--- src/design/netm_pkg.sv ---
package netm_pkg;

    // table geometry
    localparam int TABLE_DEPTH = 64;
    localparam int IDX_W       = (TABLE_DEPTH > 1) ? $clog2(TABLE_DEPTH) : 1;
    localparam int CNT_W       = $clog2(TABLE_DEPTH + 1);

    // field widths
    localparam int ADDR_W      = 64;
    localparam int MAC_W       = 48;
    localparam int COUNT_OUT_W = 7;
    localparam int LIMIT_W     = 7;
    localparam int CMP_W       = (CNT_W > LIMIT_W) ? CNT_W : LIMIT_W;
    localparam int V4_W        = 32;

    // register port
    localparam int PADDR_W = 3;
    localparam int PDATA_W = 32;
    localparam logic [PADDR_W-3:0] REG_ENTRY_LIMIT = 1'b0;
    localparam logic [LIMIT_W-1:0] LIMIT_RESET     = 7'd64;

    typedef enum logic [1:0] {
        OP_LOOKUP = 2'd0,
        OP_ADD    = 2'd1,
        OP_DEL    = 2'd2,
        OP_FLUSH  = 2'd3
    } op_t;

    typedef enum logic [1:0] {
        ST_IDLE,
        ST_SCAN,
        ST_FINISH
    } state_t;

    typedef struct packed {
        op_t               op;
        logic              is_ipv6;
        logic [ADDR_W-1:0] addr_high;
        logic [ADDR_W-1:0] addr_low;
        logic [MAC_W-1:0]  mac_in;
    } req_t;

    typedef struct packed {
        logic                   status;
        logic                   hit;
        logic [MAC_W-1:0]       mac_out;
        logic [COUNT_OUT_W-1:0] count_out;
    } rsp_t;

    // search key, broadcast to every cell
    typedef struct packed {
        logic              is_ipv6;
        logic [ADDR_W-1:0] addr_high;
        logic [ADDR_W-1:0] addr_low;
    } key_t;

    // token walking down the chain, one cell per cycle
    typedef struct packed {
        logic             active;
        logic             hit;
        logic [MAC_W-1:0] mac;
        logic             free_found;
        logic [IDX_W-1:0] free_idx;
    } tok_t;

    // broadcast commands from the controller to the cells
    typedef struct packed {
        logic             clr;
        logic             del_en;
        logic             wr_en;
        logic [IDX_W-1:0] wr_idx;
        logic [MAC_W-1:0] wr_mac;
    } cell_cmd_t;

endpackage

--- src/design/netm_cell.sv ---
module netm_cell (
    input  logic                          clk,
    input  logic                          rst_n,
    input  logic [netm_pkg::IDX_W-1:0]    slot_idx,
    input  netm_pkg::key_t                key,
    input  netm_pkg::cell_cmd_t           cmd,
    input  netm_pkg::tok_t                tok_in,
    output netm_pkg::tok_t                tok_out
);

    logic                          valid_reg;
    logic                          valid_next;
    logic                          fam_reg;
    logic [netm_pkg::ADDR_W-1:0]   hi_reg;
    logic [netm_pkg::ADDR_W-1:0]   lo_reg;
    logic [netm_pkg::MAC_W-1:0]    mac_reg;
    netm_pkg::tok_t                tok_reg;
    netm_pkg::tok_t                tok_next;
    logic                          match;
    logic                          wr_sel;

    assign wr_sel = cmd.wr_en && (cmd.wr_idx == slot_idx);

    // IPv4 compares only the upper word of addr_high
    always_comb
    begin
        match = 1'b0;
        if (valid_reg && (fam_reg == key.is_ipv6))
        begin
            if (key.is_ipv6)
                match = (hi_reg == key.addr_high) && (lo_reg == key.addr_low);
            else
                match = hi_reg[netm_pkg::ADDR_W-1 -: netm_pkg::V4_W] ==
                        key.addr_high[netm_pkg::ADDR_W-1 -: netm_pkg::V4_W];
        end
    end

    always_comb
    begin
        tok_next = tok_in;
        if (tok_in.active)
        begin
            if (match)
            begin
                tok_next.hit = 1'b1;
                tok_next.mac = mac_reg;
            end
            if (!tok_in.free_found && !valid_reg)
            begin
                tok_next.free_found = 1'b1;
                tok_next.free_idx   = slot_idx;
            end
        end
    end

    always_comb
    begin
        valid_next = valid_reg;
        priority if (cmd.clr)
            valid_next = 1'b0;
        else if (wr_sel)
            valid_next = 1'b1;
        else if (cmd.del_en && tok_in.active && match)
            valid_next = 1'b0;
        else
            valid_next = valid_reg;
    end

    always_ff @(posedge clk or negedge rst_n)
    begin
        if (!rst_n)
        begin
            valid_reg <= 1'b0;
            tok_reg   <= '0;
        end
        else
        begin
            valid_reg <= valid_next;
            tok_reg   <= tok_next;
        end
    end

    always_ff @(posedge clk)
    begin
        if (wr_sel)
        begin
            fam_reg <= key.is_ipv6;
            hi_reg  <= key.addr_high;
            lo_reg  <= key.addr_low;
            mac_reg <= cmd.wr_mac;
        end
    end

    assign tok_out = tok_reg;

endmodule

--- config.mk ---
export PLATFORM = sky130hd
export DESIGN_NAME = netm_cell
export DESIGN_NICKNAME = d
export VERILOG_FILES = /design/src/design/netm_pkg.sv /design/src/design/netm_cell.sv
export SDC_FILE = /design/constraint.sdc
export NUM_CORES = 1
export LEC_CHECK = 0
export ABC_AREA = 1
export BUFFER_PORTS_ARGS = -buffer_cell sky130_fd_sc_hd__buf_2
export CORE_MARGIN = 2
export CORE_UTILIZATION = 56
export DETAILED_ROUTE_END_ITERATION = 8
export PLACE_DENSITY = 0.86
export REMOVE_ABC_BUFFERS = 1
export SLEW_MARGIN = 5
export SYNTH_ARGS = -nofsm -noshare
export SYNTH_HDL_FRONTEND = slang
export SYNTH_SLANG_ARGS = --single-unit
--- constraint.sdc ---
create_clock -name clk -period 2.52 [get_ports clk]
set_clock_uncertainty 0.05 [all_clocks]
set_input_delay 0.252 -clock clk [delete_from_list [all_inputs] [get_ports clk]]
set_output_delay 0.252 -clock clk [all_outputs]
set_load 0.02 [all_outputs]
; Word level (Yosys, flattened, before mapping)
; Cells that the tools add are included.
[classes]
eq_ne = 5
reduce_logical = 9
mux = 8
[op_table]
columns = operator, n
row1 = 64-bit == test, 2
row2 = 56-bit two-way mux, 1
row3 = 49-bit two-way mux, 1
row4 = 32-bit == test, 1
row5 = 7-bit two-way mux, 1
row6 = 6-bit == test, 1
row7 = 1-bit logical AND, 6
row8 = 1-bit two-way mux, 5
row9 = 3-bit nonzero test, 1
row10 = 1-bit zero test, 2
row11 = 1-bit == test, 1
[totals]
input_bits = 251
out_inout_bits = 57
ff_bits = 235
wordCells = 32

; Longest topological paths before layout
[logic_depth]
word_depth = 8
depth_mapped = 15
ltp_nobuf = 13

; Worst setup path before layout
; Ideal clock, no wire load.
[synth_path]
path_kind = in2reg
startpoint = input port slot_idx[3] in the netlist's numbering
endpoint = register fam_reg, enable pin
path_buffers = 0
cell_stages = 6
path_slack_ps = -15916
required_ps = 1320
setup_ps = 1150
t_arrival_ps = 17236
path_cell_list = inv_1 nand2_1 o21ai_0 inv_1 nand4_1 nor4_1
[synth_between]
elab_chain_cells = 2
[synth_rtl]
columns = item, line
row1 = start: declaration, netm_cell.sv:4  ; input logic [netm_pkg::IDX_W-1:0] slot_idx,
row2 = 6-bit == test, netm_cell.sv:22  ; assign wr_sel = cmd.wr_en && (cmd.wr_idx == slot_idx);
row3 = 1-bit logical AND, netm_cell.sv:22
row4 = net wr_sel, netm_cell.sv:20  ; logic wr_sel;
row5 = end signal: assignment, netm_cell.sv:87  ; fam_reg <= key.is_ipv6;
row6 = end: declaration, netm_cell.sv:13  ; logic fam_reg;
; The timed path passes the listed nets, and every way through them passes these cells.
; A chain may end at the register's enable or synchronous reset.

==> metrics.md <==
| Metric | Value |
|---|---|
| Yosys cell types | `25` |
| CP Max Fanout | `13` |
| Path depth of the worst reg2reg path | `13` |
| CTS tree | `done` |
| #FFs+latches synth | `235` |
| CP Class | `in2reg` |
| Pin count of the biggest net entering global routing | `98` |
| Cells on Worst Hold Path | `6` |
| Met1 Resource Use GR | `42.5%` |
| Critical path's slowest cell | `dlygate4sd3_1` |
| Hold EP | `valid_reg` |
| CTS Buffer Depth | `3` |
| Finished Cell Area | `15400 um2` |
| Max cap viols | `0` |
| Rows | `49` |
| Root buf cell | `clkbuf_16` |
| Power per Cell Area | `604 nW/um2` |
| Post-synthesis xor/xnor area fraction | `3.08%` |
| Worst rel slew slack | `51.5%` |
| Met2 usage | `67.9%` |
| Main combinational cell family by area after synthesis | `simple AND/OR/NAND/NOR gates` |
| RSZ-0062 raised after global routing | `no` |
| Global-route wire length before repair | `58500 um` |
| Hold Startpoint | `cmd[55]` |
| CP Capture Type | `flop` |
| Met3 Use GR | `9.46%` |
| Clock Sinks | `235` |
| CP Buf/Inv Count | `3` |
| Most frequent cells in the layout | `buf_2 (307), nand2_1 (299), dlygate4sd3_1 (242)` |
| Clk_lat worst skew | `0.52 ns` |
| Status | `complete, no violations` |
| Fin. max-slew vios | `0` |
| Leakage power total | `7.55 nW` |
| Final nets | `1875` |
| Register-to-register setup slack | `0.10 ns` |
| Final Util | `86.0%` |
| Antenna violations before repair | `3` |
| Core footprint | `18000 um2` |
| Req. time, crit path | `2.84 ns` |
| Critical path's largest stage delay | `0.54 ns` |
| Die span in x | `139 um` |
| Cell mode on critical path | `nor2_1` |
| Minimum clock period | `2.45 ns` |
| Final period util | `97.2%` |
| Busiest grt layer | `met2` |
| Worst slew pin tran | `0.727 ns` |
| Routed Antenna Nets | `0` |
| Mean routed wirelength per cell | `21.6 um` |
| Synth-to-layout area growth | `51.0%` |
| Final Hold Fails | `0` |
| Setup crit start kind | `primary input` |
| Setup TNS | `0 ns` |
| Total power draw | `9.33 mW` |
| Fill cells | `769` |
| Final HPWL DP | `18600 um` |
| Ys Warns | `0` |
| Post-synthesis adder-cell area fraction | `0%` |
| Commonest non-fill, non-tap cell in the layout | `buf_2` |
| Worst hold path type | `in2reg` |
| H-tree depth | `1` |
| Maximum vdd drop | `659 uV` |
| RR Endpoint | `tok_out[34]` |
| All-layer global routing usage | `39.0%` |
| RePlAce Congestion | `0.881` |
| Mux cell area share after synthesis | `0.220%` |
| Worst path cell trace | `dlygate4sd3_1 > buf_2 > nor2_1 > nor2_1 > nor2_1 > nand2_1 > nor2_1 > nand2_1 > nor2_4 > nand3_2 > nand2_2 > nand3_4 > clkbuf_16 > nand2_1 > o21ai_0` |
| GR Overflow Total | `0` |
| Initial DRC Count | `1035` |
| TritonCTS buffer count | `25` |
| Die area | `19400 um2` |
| Simple-Gate Fraction of Synth Area | `19.0%` |
| Vias in the first global route | `10909` |
| Clock slew at reported path FFs | `0.07 ns` |
| Routed vias/inst | `5.58` |
| Fraction of layout cells with a size suffix above 1 | `23.1%` |
| First-pass detailed-route iteration total | `6` |
| Synthesized area | `10200 um2` |
| Starting density of the core | `57.0%` |
| I/O pin cnt | `308` |
| Post-Syn Area per Cell | `9.79 um2` |
| Post-synthesis compound-gate area fraction | `3.14%` |
| Multi-input logic area | `2630 um2` |
| Total Wirelength | `40500 um` |
| Detailed-route DRC error count | `0` |
| CP delay by family, top | `simple AND/OR/NAND/NOR gates` |
| FF/Latch Area | `6770 um2` |
| Register area share after synthesis | `66.1%` |
| Arr. time, crit path | `2.77 ns` |
| FF-to-FF Start | `hi_reg[11]` |
| Max Freq | `0.408 GHz` |
| Setup-failing EPs final | `0` |
| Die height | `139 um` |
| Port Buffers | `307` |
| Via Count | `10454` |
| Mapped Cells | `1045` |
| Placed cell area | `12100 um2` |
[worst min-delay path: cells and delay by family]
family          cells  cell delay [ns]
compound gates      1             0.05
buf+inv             2             0.15
simple gates        3             0.19
[metrics by stage]
stage               hold WS [ns]  setup slack [ns]  std cells
floorplan                -0.0936            -15.92       1035
global placement           0.271             0.301       1581
detailed placement         0.264             0.264       1581
CTS                       0.0733             0.209       1868
global route               0.145            0.0228       1873
finish                     0.104            0.0704       1874
[cell type report]
class,instances,share of cell area [%]
Multi-Input combinational cell,589,17.0
Clock inverter,8,0.761
Tap cell,229,1.85
Inverter,211,5.13
Antenna cell,3,0.0486
Clock buffer,37,4.67
Timing Repair Buffer,562,26.7
Sequential cell,235,43.8
[synth_stat cells]
cell,count,area (um2)
mux2_2,2,22.5
buf_2,5,25.0
dfrtp_1,58,1450
inv_2,2,7.51
o22ai_1,2,12.5
xor2_1,34,298
or2_2,13,81.3
nand2_1,300,1130
clkbuf_1,1,3.75
inv_1,209,785
xnor2_1,2,17.5
nand3_1,9,45.0
o2111ai_1,3,26.3
o21ai_1,30,150
edfxtp_1,177,5320
nand3b_1,1,7.51
o211ai_1,1,7.51
a21oi_1,1,5.00
nand3_2,1,10.0
buf_6,4,45.0
nand4_1,13,81.3
nor4_1,3,18.8
nor3_1,6,30.0
o21ai_0,24,120
nor2_1,144,541
[worst max-delay path by stage]
stage | depth (start not counted) | slack, ns | endpoint | startpoint
floorplan | 6 | -15.92 | fam_reg | slot_idx[3]
global placement | 13 | 0.30 | tok_out[38] | key[45]
detailed placement | 13 | 0.26 | tok_out[34] | lo_reg[38]
CTS | 16 | 0.21 | tok_out[34] | key[38]
global route | 15 | 0.02 | tok_out[47] | key[16]
finish | 15 | 0.07 | tok_out[34] | key[75]
[power by group]
| group | switching [mW] | total [mW] | internal (mW) |
|---|---|---|---|
| Clock | 1.61 | 3.90 | 2.29 |
| Combinational | 0.570 | 1.11 | 0.541 |
| Sequential | 0.0485 | 4.32 | 4.27 |
| Total | 2.23 | 9.33 | 7.10 |
[routing by layer]
metal,wire length (um),vias up
met1,12800,4764
met4,3670,0
met5,0,-
met3,4530,294
li1,-,4409
met2,19500,987
[logic make-up after synthesis]
logic type,after synthesis
xor+xnor,36
compound gates,61
buf+inv,221
simple gates,490
mux,2
flops,235
[what timing repair did]
item,4_1_cts,5_1_grt
buffers inserted,0,0
hold buffers,242,0
endpoints found under the hold margin,263,0
resized for setup,0,9
endpoints found under the setup margin,0,48
No activity file was read; power rests on OpenSTA's default activity.
