===== src/design/netm_pkg.sv =====
package netm_pkg;

    // table geometry
    localparam int TABLE_DEPTH = 64;
    localparam int IDX_W       = (TABLE_DEPTH > 1) ? $clog2(TABLE_DEPTH) : 1;
    localparam int CNT_W       = $clog2(TABLE_DEPTH + 1);

    // field widths
    localparam int ADDR_W      = 64;
    localparam int MAC_W       = 48;
    localparam int COUNT_OUT_W = 7;
    localparam int LIMIT_W     = 7;
    localparam int CMP_W       = (CNT_W > LIMIT_W) ? CNT_W : LIMIT_W;
    localparam int V4_W        = 32;

    // register port
    localparam int PADDR_W = 3;
    localparam int PDATA_W = 32;
    localparam logic [PADDR_W-3:0] REG_ENTRY_LIMIT = 1'b0;
    localparam logic [LIMIT_W-1:0] LIMIT_RESET     = 7'd64;

    typedef enum logic [1:0] {
        OP_LOOKUP = 2'd0,
        OP_ADD    = 2'd1,
        OP_DEL    = 2'd2,
        OP_FLUSH  = 2'd3
    } op_t;

    typedef enum logic [1:0] {
        ST_IDLE,
        ST_SCAN,
        ST_FINISH
    } state_t;

    typedef struct packed {
        op_t               op;
        logic              is_ipv6;
        logic [ADDR_W-1:0] addr_high;
        logic [ADDR_W-1:0] addr_low;
        logic [MAC_W-1:0]  mac_in;
    } req_t;

    typedef struct packed {
        logic                   status;
        logic                   hit;
        logic [MAC_W-1:0]       mac_out;
        logic [COUNT_OUT_W-1:0] count_out;
    } rsp_t;

    // search key, broadcast to every cell
    typedef struct packed {
        logic              is_ipv6;
        logic [ADDR_W-1:0] addr_high;
        logic [ADDR_W-1:0] addr_low;
    } key_t;

    // token walking down the chain, one cell per cycle
    typedef struct packed {
        logic             active;
        logic             hit;
        logic [MAC_W-1:0] mac;
        logic             free_found;
        logic [IDX_W-1:0] free_idx;
    } tok_t;

    // broadcast commands from the controller to the cells
    typedef struct packed {
        logic             clr;
        logic             del_en;
        logic             wr_en;
        logic [IDX_W-1:0] wr_idx;
        logic [MAC_W-1:0] wr_mac;
    } cell_cmd_t;

endpackage


===== src/design/netm_ctrl.sv =====
module netm_ctrl (
    input  logic                            clk,
    input  logic                            rst_n,
    input  logic                            req_valid,
    output logic                            req_stall,
    input  netm_pkg::req_t                  req,
    output logic                            rsp_valid,
    input  logic                            rsp_stall,
    output netm_pkg::rsp_t                  rsp,
    input  logic [netm_pkg::LIMIT_W-1:0]    entry_limit,
    output netm_pkg::key_t                  key,
    output netm_pkg::cell_cmd_t             cmd,
    output netm_pkg::tok_t                  tok_head,
    input  netm_pkg::tok_t                  tok_tail
);

    netm_pkg::state_t              state_reg;
    netm_pkg::state_t              state_next;
    netm_pkg::op_t                 op_reg;
    netm_pkg::op_t                 op_next;
    netm_pkg::key_t                key_reg;
    netm_pkg::key_t                key_next;
    logic [netm_pkg::MAC_W-1:0]    mac_in_reg;
    logic [netm_pkg::MAC_W-1:0]    mac_in_next;
    netm_pkg::tok_t                res_reg;
    netm_pkg::tok_t                res_next;
    netm_pkg::tok_t                inj_reg;
    netm_pkg::tok_t                inj_next;
    logic [netm_pkg::CNT_W-1:0]    count_reg;
    logic [netm_pkg::CNT_W-1:0]    count_next;
    logic                          rsp_valid_reg;
    logic                          rsp_valid_next;
    netm_pkg::rsp_t                rsp_reg;
    netm_pkg::rsp_t                rsp_next;

    logic accept;
    logic out_free;
    logic commit;
    logic full;
    logic is_add_miss;
    logic do_write;

    assign accept   = req_valid && !req_stall;
    assign out_free = !rsp_valid_reg || !rsp_stall;
    assign commit   = (state_reg == netm_pkg::ST_FINISH) && out_free;

    assign full = (netm_pkg::CMP_W'(count_reg) >= netm_pkg::CMP_W'(entry_limit)) ||
                  (netm_pkg::CMP_W'(count_reg) >= netm_pkg::CMP_W'(netm_pkg::TABLE_DEPTH));
    assign is_add_miss = (op_reg == netm_pkg::OP_ADD) && !res_reg.hit;
    assign do_write    = is_add_miss && !full && res_reg.free_found;

    // next state
    always_comb
    begin
        state_next = state_reg;
        unique case (state_reg)
            netm_pkg::ST_IDLE:
            begin
                if (req_valid)
                    state_next = (req.op == netm_pkg::OP_FLUSH) ? netm_pkg::ST_FINISH
                                                                : netm_pkg::ST_SCAN;
            end
            netm_pkg::ST_SCAN:
            begin
                if (tok_tail.active)
                    state_next = netm_pkg::ST_FINISH;
            end
            netm_pkg::ST_FINISH:
            begin
                if (out_free)
                    state_next = netm_pkg::ST_IDLE;
            end
            default:
                state_next = netm_pkg::ST_IDLE;
        endcase
    end

    // outputs toward the cells and the request side
    always_comb
    begin
        req_stall  = (state_reg != netm_pkg::ST_IDLE);
        cmd        = '0;
        cmd.wr_idx = res_reg.free_idx;
        cmd.wr_mac = mac_in_reg;
        unique case (state_reg)
            netm_pkg::ST_IDLE:
                cmd.del_en = 1'b0;
            netm_pkg::ST_SCAN:
                cmd.del_en = (op_reg == netm_pkg::OP_DEL);
            netm_pkg::ST_FINISH:
            begin
                cmd.clr   = commit && (op_reg == netm_pkg::OP_FLUSH);
                cmd.wr_en = commit && do_write;
            end
            default:
                cmd.del_en = 1'b0;
        endcase
    end

    // datapath
    always_comb
    begin
        op_next        = op_reg;
        key_next       = key_reg;
        mac_in_next    = mac_in_reg;
        res_next       = res_reg;
        inj_next       = '0;
        count_next     = count_reg;
        rsp_valid_next = rsp_valid_reg && rsp_stall;
        rsp_next       = rsp_reg;

        if (accept)
        begin
            op_next            = req.op;
            key_next.is_ipv6   = req.is_ipv6;
            key_next.addr_high = req.addr_high;
            key_next.addr_low  = req.addr_low;
            mac_in_next        = req.mac_in;
            inj_next.active    = (req.op != netm_pkg::OP_FLUSH);
        end

        if ((state_reg == netm_pkg::ST_SCAN) && tok_tail.active)
            res_next = tok_tail;

        if (commit)
        begin
            unique case (op_reg)
                netm_pkg::OP_FLUSH:
                    count_next = '0;
                netm_pkg::OP_ADD:
                begin
                    if (do_write)
                        count_next = count_reg + netm_pkg::CNT_W'(1);
                end
                netm_pkg::OP_DEL:
                begin
                    if (res_reg.hit && (count_reg != '0))
                        count_next = count_reg - netm_pkg::CNT_W'(1);
                end
                netm_pkg::OP_LOOKUP:
                    count_next = count_reg;
                default:
                    count_next = count_reg;
            endcase
            rsp_valid_next     = 1'b1;
            rsp_next.status    = is_add_miss && (full || !res_reg.free_found);
            rsp_next.hit       = (op_reg != netm_pkg::OP_FLUSH) && res_reg.hit;
            rsp_next.mac_out   = ((op_reg == netm_pkg::OP_LOOKUP) && res_reg.hit) ?
                                 res_reg.mac : '0;
            rsp_next.count_out = netm_pkg::COUNT_OUT_W'(count_next);
        end
    end

    always_ff @(posedge clk or negedge rst_n)
    begin
        if (!rst_n)
        begin
            state_reg     <= netm_pkg::ST_IDLE;
            inj_reg       <= '0;
            count_reg     <= '0;
            rsp_valid_reg <= 1'b0;
        end
        else
        begin
            state_reg     <= state_next;
            inj_reg       <= inj_next;
            count_reg     <= count_next;
            rsp_valid_reg <= rsp_valid_next;
        end
    end

    always_ff @(posedge clk)
    begin
        op_reg     <= op_next;
        key_reg    <= key_next;
        mac_in_reg <= mac_in_next;
        res_reg    <= res_next;
        rsp_reg    <= rsp_next;
    end

    assign key       = key_reg;
    assign tok_head  = inj_reg;
    assign rsp_valid = rsp_valid_reg;
    assign rsp       = rsp_reg;

endmodule


===== config.mk =====
export PLATFORM = sky130hd
export DESIGN_NAME = netm_ctrl
export DESIGN_NICKNAME = d
export VERILOG_FILES = /design/src/design/netm_pkg.sv /design/src/design/netm_ctrl.sv
export SDC_FILE = /design/constraint.sdc
export NUM_CORES = 1
export LEC_CHECK = 0
export ABC_CLOCK_PERIOD_IN_PS = 5150
export CAP_MARGIN = 20
export CORE_AREA = 5 5 209 211
export DETAILED_ROUTE_END_ITERATION = 12
export DIE_AREA = 0 0 214 216
export DONT_BUFFER_PORTS = 1
export SLEW_MARGIN = 20
export SYNTH_ARGS = -nofsm -noshare
export SYNTH_HDL_FRONTEND = slang
export SYNTH_SLANG_ARGS = --single-unit

===== constraint.sdc =====
create_clock -name clk -period 5.15 [get_ports clk]
set_input_delay 1.03 -clock clk [delete_from_list [all_inputs] [get_ports clk]]
set_output_delay 1.03 -clock clk [all_outputs]
set_load 0.005 [all_outputs]

==> Word level (Yosys, flattened, before mapping) <==
Index checks and enable logic that the tools add are counted.
{ "word_totals": {"inputBits": 247, "ff_bits": 303} }
{ "classes": {"n_reduce_logical": 27, "mux": 13, "n_addsub": 2, "magnitude_cmp": 2, "n_eq_ne": 11} }
{ "op_table": {"columns": ["cell", "n"], "rows": [
  ["7-bit one-hot mux with 4 select lines", 1],
  ["7-bit 2-to-1 mux", 2],
  ["1-bit logical AND", 13],
  ["2-bit != test (second input constant)", 5],
  ["2-bit equality test (second input constant)", 4],
  ["2-bit 2-to-1 mux", 4],
  ["7-bit by 1-bit adder with 7-bit output (second input constant)", 1],
  ["7-bit >= comparator", 1],
  ["7-bit >= comparator (second input constant)", 1],
  ["7-bit nonzero test", 1],
  ["7-bit by 1-bit subtractor with 7-bit output (second input constant)", 1],
  ["1-bit zero test", 6],
  ["2-bit one-hot mux with 3 select lines", 1],
  ["1-bit 2-to-1 mux", 5],
  ["2-bit by 1-bit equality test with 1-bit output (second input constant)", 2],
  ["2-bit zero test", 2],
  ["1-bit logical OR", 3],
  ["3-bit AND reduction", 1],
  ["2-bit nonzero test", 1]
]} }

==> Logic depth before layout (Yosys ltp) <==
{ "depth": {"ltp_word": 7, "depth_mapped": 8} }

==> Least setup slack after synthesis <==
No wires, ideal clock.
{ "synth_path": {"path_type": "input-to-reg", "startpoint": "input port req_valid", "endpoint": "register key_reg (netlist bit key[0]), enable pin", "required_ps": 4618, "path_stages": 2, "setup_time_ps": 532, "arrival_ps": 4567, "setup_slack_ps": 51, "cell_sequence": "nand2_1 > inv_1"} }
{ "synth_between": {"elab_chain_len": 1} }
{ "synth_rtl": {"columns": ["item", "line_no", "rtl"], "rows": [
  ["start, declared", "netm_ctrl.sv:4", "input logic req_valid,"],
  ["1-bit logical AND", "netm_ctrl.sv:43", "assign accept = req_valid && !req_stall;"],
  ["net accept", "netm_ctrl.sv:36", "logic accept;"],
  ["end signal, assigned", "netm_ctrl.sv:175", "key_reg <= key_next;"],
  ["end, declared", "netm_ctrl.sv:21", "netm_pkg::key_t key_reg;"]
]} }
The timed path passes the listed nets, and every way through them passes these cells.
A chain may end at the register's enable or synchronous reset.

==> summary.md <==
| Metric | Value |
|---|---|
| Register area | `9040 sq um` |
| Cell variety after synth | `54` |
| Crit-path slowest cell | `dfrtp_1` |
| Clk root buf | `clkbuf_16` |
| Worst hold path class | `input port to asynchronous set/reset pin` |
| Final Net Count | `between 800 and 900` |
| GPL Wtd Cong | `~0.84` |
| Initial DRT Pass Iterations | `4` |
| # fillers | `4053` |
| Post-synth top area share | `0.811` |
| Cts bufs inserted | `34` |
| Top cells by area, synth | `edfxtp_1, buf_4, and2_1, dfrtp_1, ha_1` |
| Vias | `between 4000 and 5000` |
| Synthesized flop and latch total | `a little over 300` |
| Num ports | `~550` |
| Post-Route WL | `30.0 mm` |
| Post-synth EDFFs | `between 200 and 300` |
| Remaining DRCs | `0` |
| Routed length on met2 | `between 15 and 20 mm` |
| Largest fanout on the critical path | `14` |
| CP max stage delay | `about 480 ps` |
| Worst Skew | `12.7 ps` |
| Largest area contributor in the netlist | `edfxtp_1` |
| DRT antenna net count | `0` |
| Setup TNS | `0 ps` |
| H-Tree Level Count | `2` |
| CP Depth | `7` |
| Met3 WL | `3.63 mm` |
| End point of the critical path | `cmd[54]` |
| Synth warnings | `0` |
| Largest register FFs | `between 100 and 150` |
| Post-Syn Area | `approximately 11000 sq um` |
| Vias per inst | `approximately 4.2` |
| Sequential area share after synthesis | `0.836` |
| Clock sink count | `303` |
| Post-CTS setup buffers | `0` |
| Layout Area Growth over Synthesis | `13.2%` |
| Multi-input gate area | `about 1400 sq um` |
| Setup violators final | `0` |
| Routed WL per cell | `~26 um` |
| Avg Cell Area, Syn | `around 19 sq um` |
| Post-synth ARST share | `0.0363` |
| GRT Util Overall | `0.122` |
| First-pass GRT wire length | `between 30 and 40 mm` |
| Clk_lat worst skew | `around 510 ps` |
| Peak VDD IR | `0.258 mV` |
| CP startpoint | `count_reg[0]$_DFFE_PN0P_` |
| CTS resizes | `0` |
| Leak | `4.12 nW` |
| CP delay by family, top | `compound AO/OA/AOI/OAI gates` |
| Critical-path cell list | `inv_2 > ha_1 > nand2b_1 > a31oi_1 > o21a_2 > nand2_1 > nor2_1` |
| Port bufs | `0` |
| Maxcap violations | `0` |
| Post-Synthesis Cells | `~570` |
| Critical path capture point type | `output port` |
| Reg-to-reg startpoint | `state_reg[0]$_DFFE_PN0P_` |
| Die height | `between 200 and 250 um` |
| Status | `complete, no violations` |
| Relative slew margins | `0.413` |
| RSZ-0062 raised after global routing | `no` |
| R2R Setup Slk | `2770 ps` |
| Die width | `approximately 210 um` |
| Pin count of the biggest net entering global routing | `108` |
| Layout cells sized above 1 | `0.109` |
| Most used flip-flop cell after synthesis | `edfxtp_1` |
| Hpwl dp | `between 20 and 25 mm` |
| Total chip power | `between 0.005 and 0.006 W` |
| Worst Path Buf+Inv | `1` |
| Reg-to-Reg End | `count_reg[3]$_DFFE_PN0P_` |
| Total gr overflow | `0` |
| CTS Hold Bufs | `0` |
| CTS tree | `yes` |
| Maximum clock frequency | `between 0.2 and 0.3 GHz` |
| Worst setup SP type | `flip-flop` |
| Pwr/cell area | `a little under 500 nW/um^2` |
| Worst hold slack | `between 200 and 250 ps` |
| # rows | `75` |
| Kind of critical path | `flip-flop to output port` |
| Slew Viols, Final | `0` |
| Initial antenna violation count | `4` |
| Final hold vios | `0` |
| Die area | `46200 sq um` |
| Clock buffer depth | `3` |
| Initial Util | `0.260` |
| FF-to-FF path depth | `7` |
| Vias in the first global route | `between 4000 and 5000` |
| Initial drt markers | `about 350` |
| Critical Path AT | `2610 ps` |
| Minimum clock period | `around 3600 ps` |
| Top Layer Used | `met5` |
| Clk slew on worst S/H paths | `approximately 60 ps` |
| Worst-margin pin slew | `approximately 880 ps` |
| Period utilization | `0.707` |
| Met1 Wirelength | `a little under 10 mm` |
| Antenna diodes | `0` |
| Worst Path Required | `approximately 4000 ps` |
| Core ar. | `41600 sq um` |
metrics by stage:
| stage | setup slack, ps | cells | util | cell area (sq um) |
|---|---|---|---|---|
| 2_1_floorplan | 51.0 | 629 | - | 11000 |
| 3_3_place_gp | 1610 | 1095 | 0.269 | 11200 |
| 3_5_place_dp | 1600 | 1095 | 0.269 | 11200 |
| 4_1_cts | 1500 | 1156 | 0.294 | 12200 |
| 5_1_grt | 1350 | 1156 | 0.294 | 12200 |
| 6_report | 1510 | 1156 | 0.294 | 12200 |
synth_stat cells, types with 2 or more instances:
| library cell | number |
|---|---|
| edfxtp_1 | 292 |
| buf_4 | 64 |
| and2_1 | 49 |
| nor2_1 | 20 |
| nand2_1 | 16 |
| inv_1 | 13 |
| dfrtp_1 | 11 |
| ha_1 | 9 |
| a21oi_1 | 8 |
| buf_2 | 6 |
| nand3_1 | 6 |
| nand2b_1 | 5 |
| o21ai_0 | 5 |
| a31oi_1 | 4 |
| and3_1 | 4 |
| clkbuf_1 | 4 |
| a211oi_1 | 3 |
| buf_6 | 3 |
| inv_2 | 3 |
| nand3b_1 | 3 |
| nand4_1 | 3 |
| nor3_1 | 3 |
| nor4_1 | 3 |
| a21o_1 | 2 |
| a311oi_1 | 2 |
| nor3b_1 | 2 |
| o21a_1 | 2 |
| o21ai_1 | 2 |
| o221ai_1 | 2 |
power by group:
group,internal [W],switching (W)
clock network,0.00131,0.000961
logic,0.0000853,0.000262
registers,0.00308,0.000222
total,0.00447,0.00145
layout make-up:
| cell class | instances | area share |
|---|---|---|
| sequential | 303 | 0.739 |
| multi-input combinational | 233 | 0.112 |
| clock buffer | 42 | 0.0737 |
| tap | 539 | 0.0551 |
| clock inverter | 19 | 0.0118 |
| inverter | 16 | 0.00532 |
| timing repair buffer | 4 | 0.00348 |
per-layer routing:
layer,vias up,global-route usage
met3,51,0.0666
met1,2412,0.124
met5,-,0
li1,2070,-
met4,2,0.0399
met2,325,0.215
worst min path at each step:
stage / from / end / slack, ps / cells after the start
final: rst_n / tok_head[56]$_DFF_PN0_ / 200 / 0
after global routing: rst_n / count_reg[1]$_DFFE_PN0P_ / 160 / 0
after CTS: rst_n / count_reg[1]$_DFFE_PN0P_ / 150 / 0
after detailed placement: res_reg[34]$_DFFE_PP_ / rsp[34]$_SDFFCE_PN0P_ / 500 / 1
after global placement: res_reg[39]$_DFFE_PP_ / rsp[39]$_SDFFCE_PN0P_ / 500 / 1
after floorplan: state_reg[1]$_DFFE_PN0P_ / state_reg[0]$_DFFE_PN0P_ / 460 / 1
kinds of logic (layout without fill, tap and decap cells):
logic type	count (synthesis)	after routing	share of synthesized area
simple gates	121	121	0.0638
compound gates	46	46	0.0307
mux	1	1	0.00104
buf+inv	93	81	0.0573
other cells	1	56	0.000347
flops	303	303	0.836
fa+ha+maj	9	9	0.0104
placed cells by master (no fill, tap or decap), types with 2 or more instances in the layout:
cell        count
a21o_1          2
nor2_1         19
buf_4           3
nand2b_1        5
ha_1            9
inv_6           5
nand3_1         6
and3_1          4
edfxtp_1      292
o221ai_1        2
nor3_1          2
o21a_1          2
clkinv_4        2
inv_1          12
nand4_1         3
clkbuf_16      35
a21oi_1         8
nor3_2          2
and2_1         49
conb_1         56
nand2_1        16
a311oi_1        2
clkinv_1        5
nor4_1          3
nand3b_1        3
clkbuf_1        7
o21ai_0         5
dfrtp_1        11
nor3b_1         2
a211oi_1        3
o21ai_1         2
clkinvlp_4      3
a31oi_1         4
clkinv_2        4
inv_2           3
(Power assumes the default switching activity.)
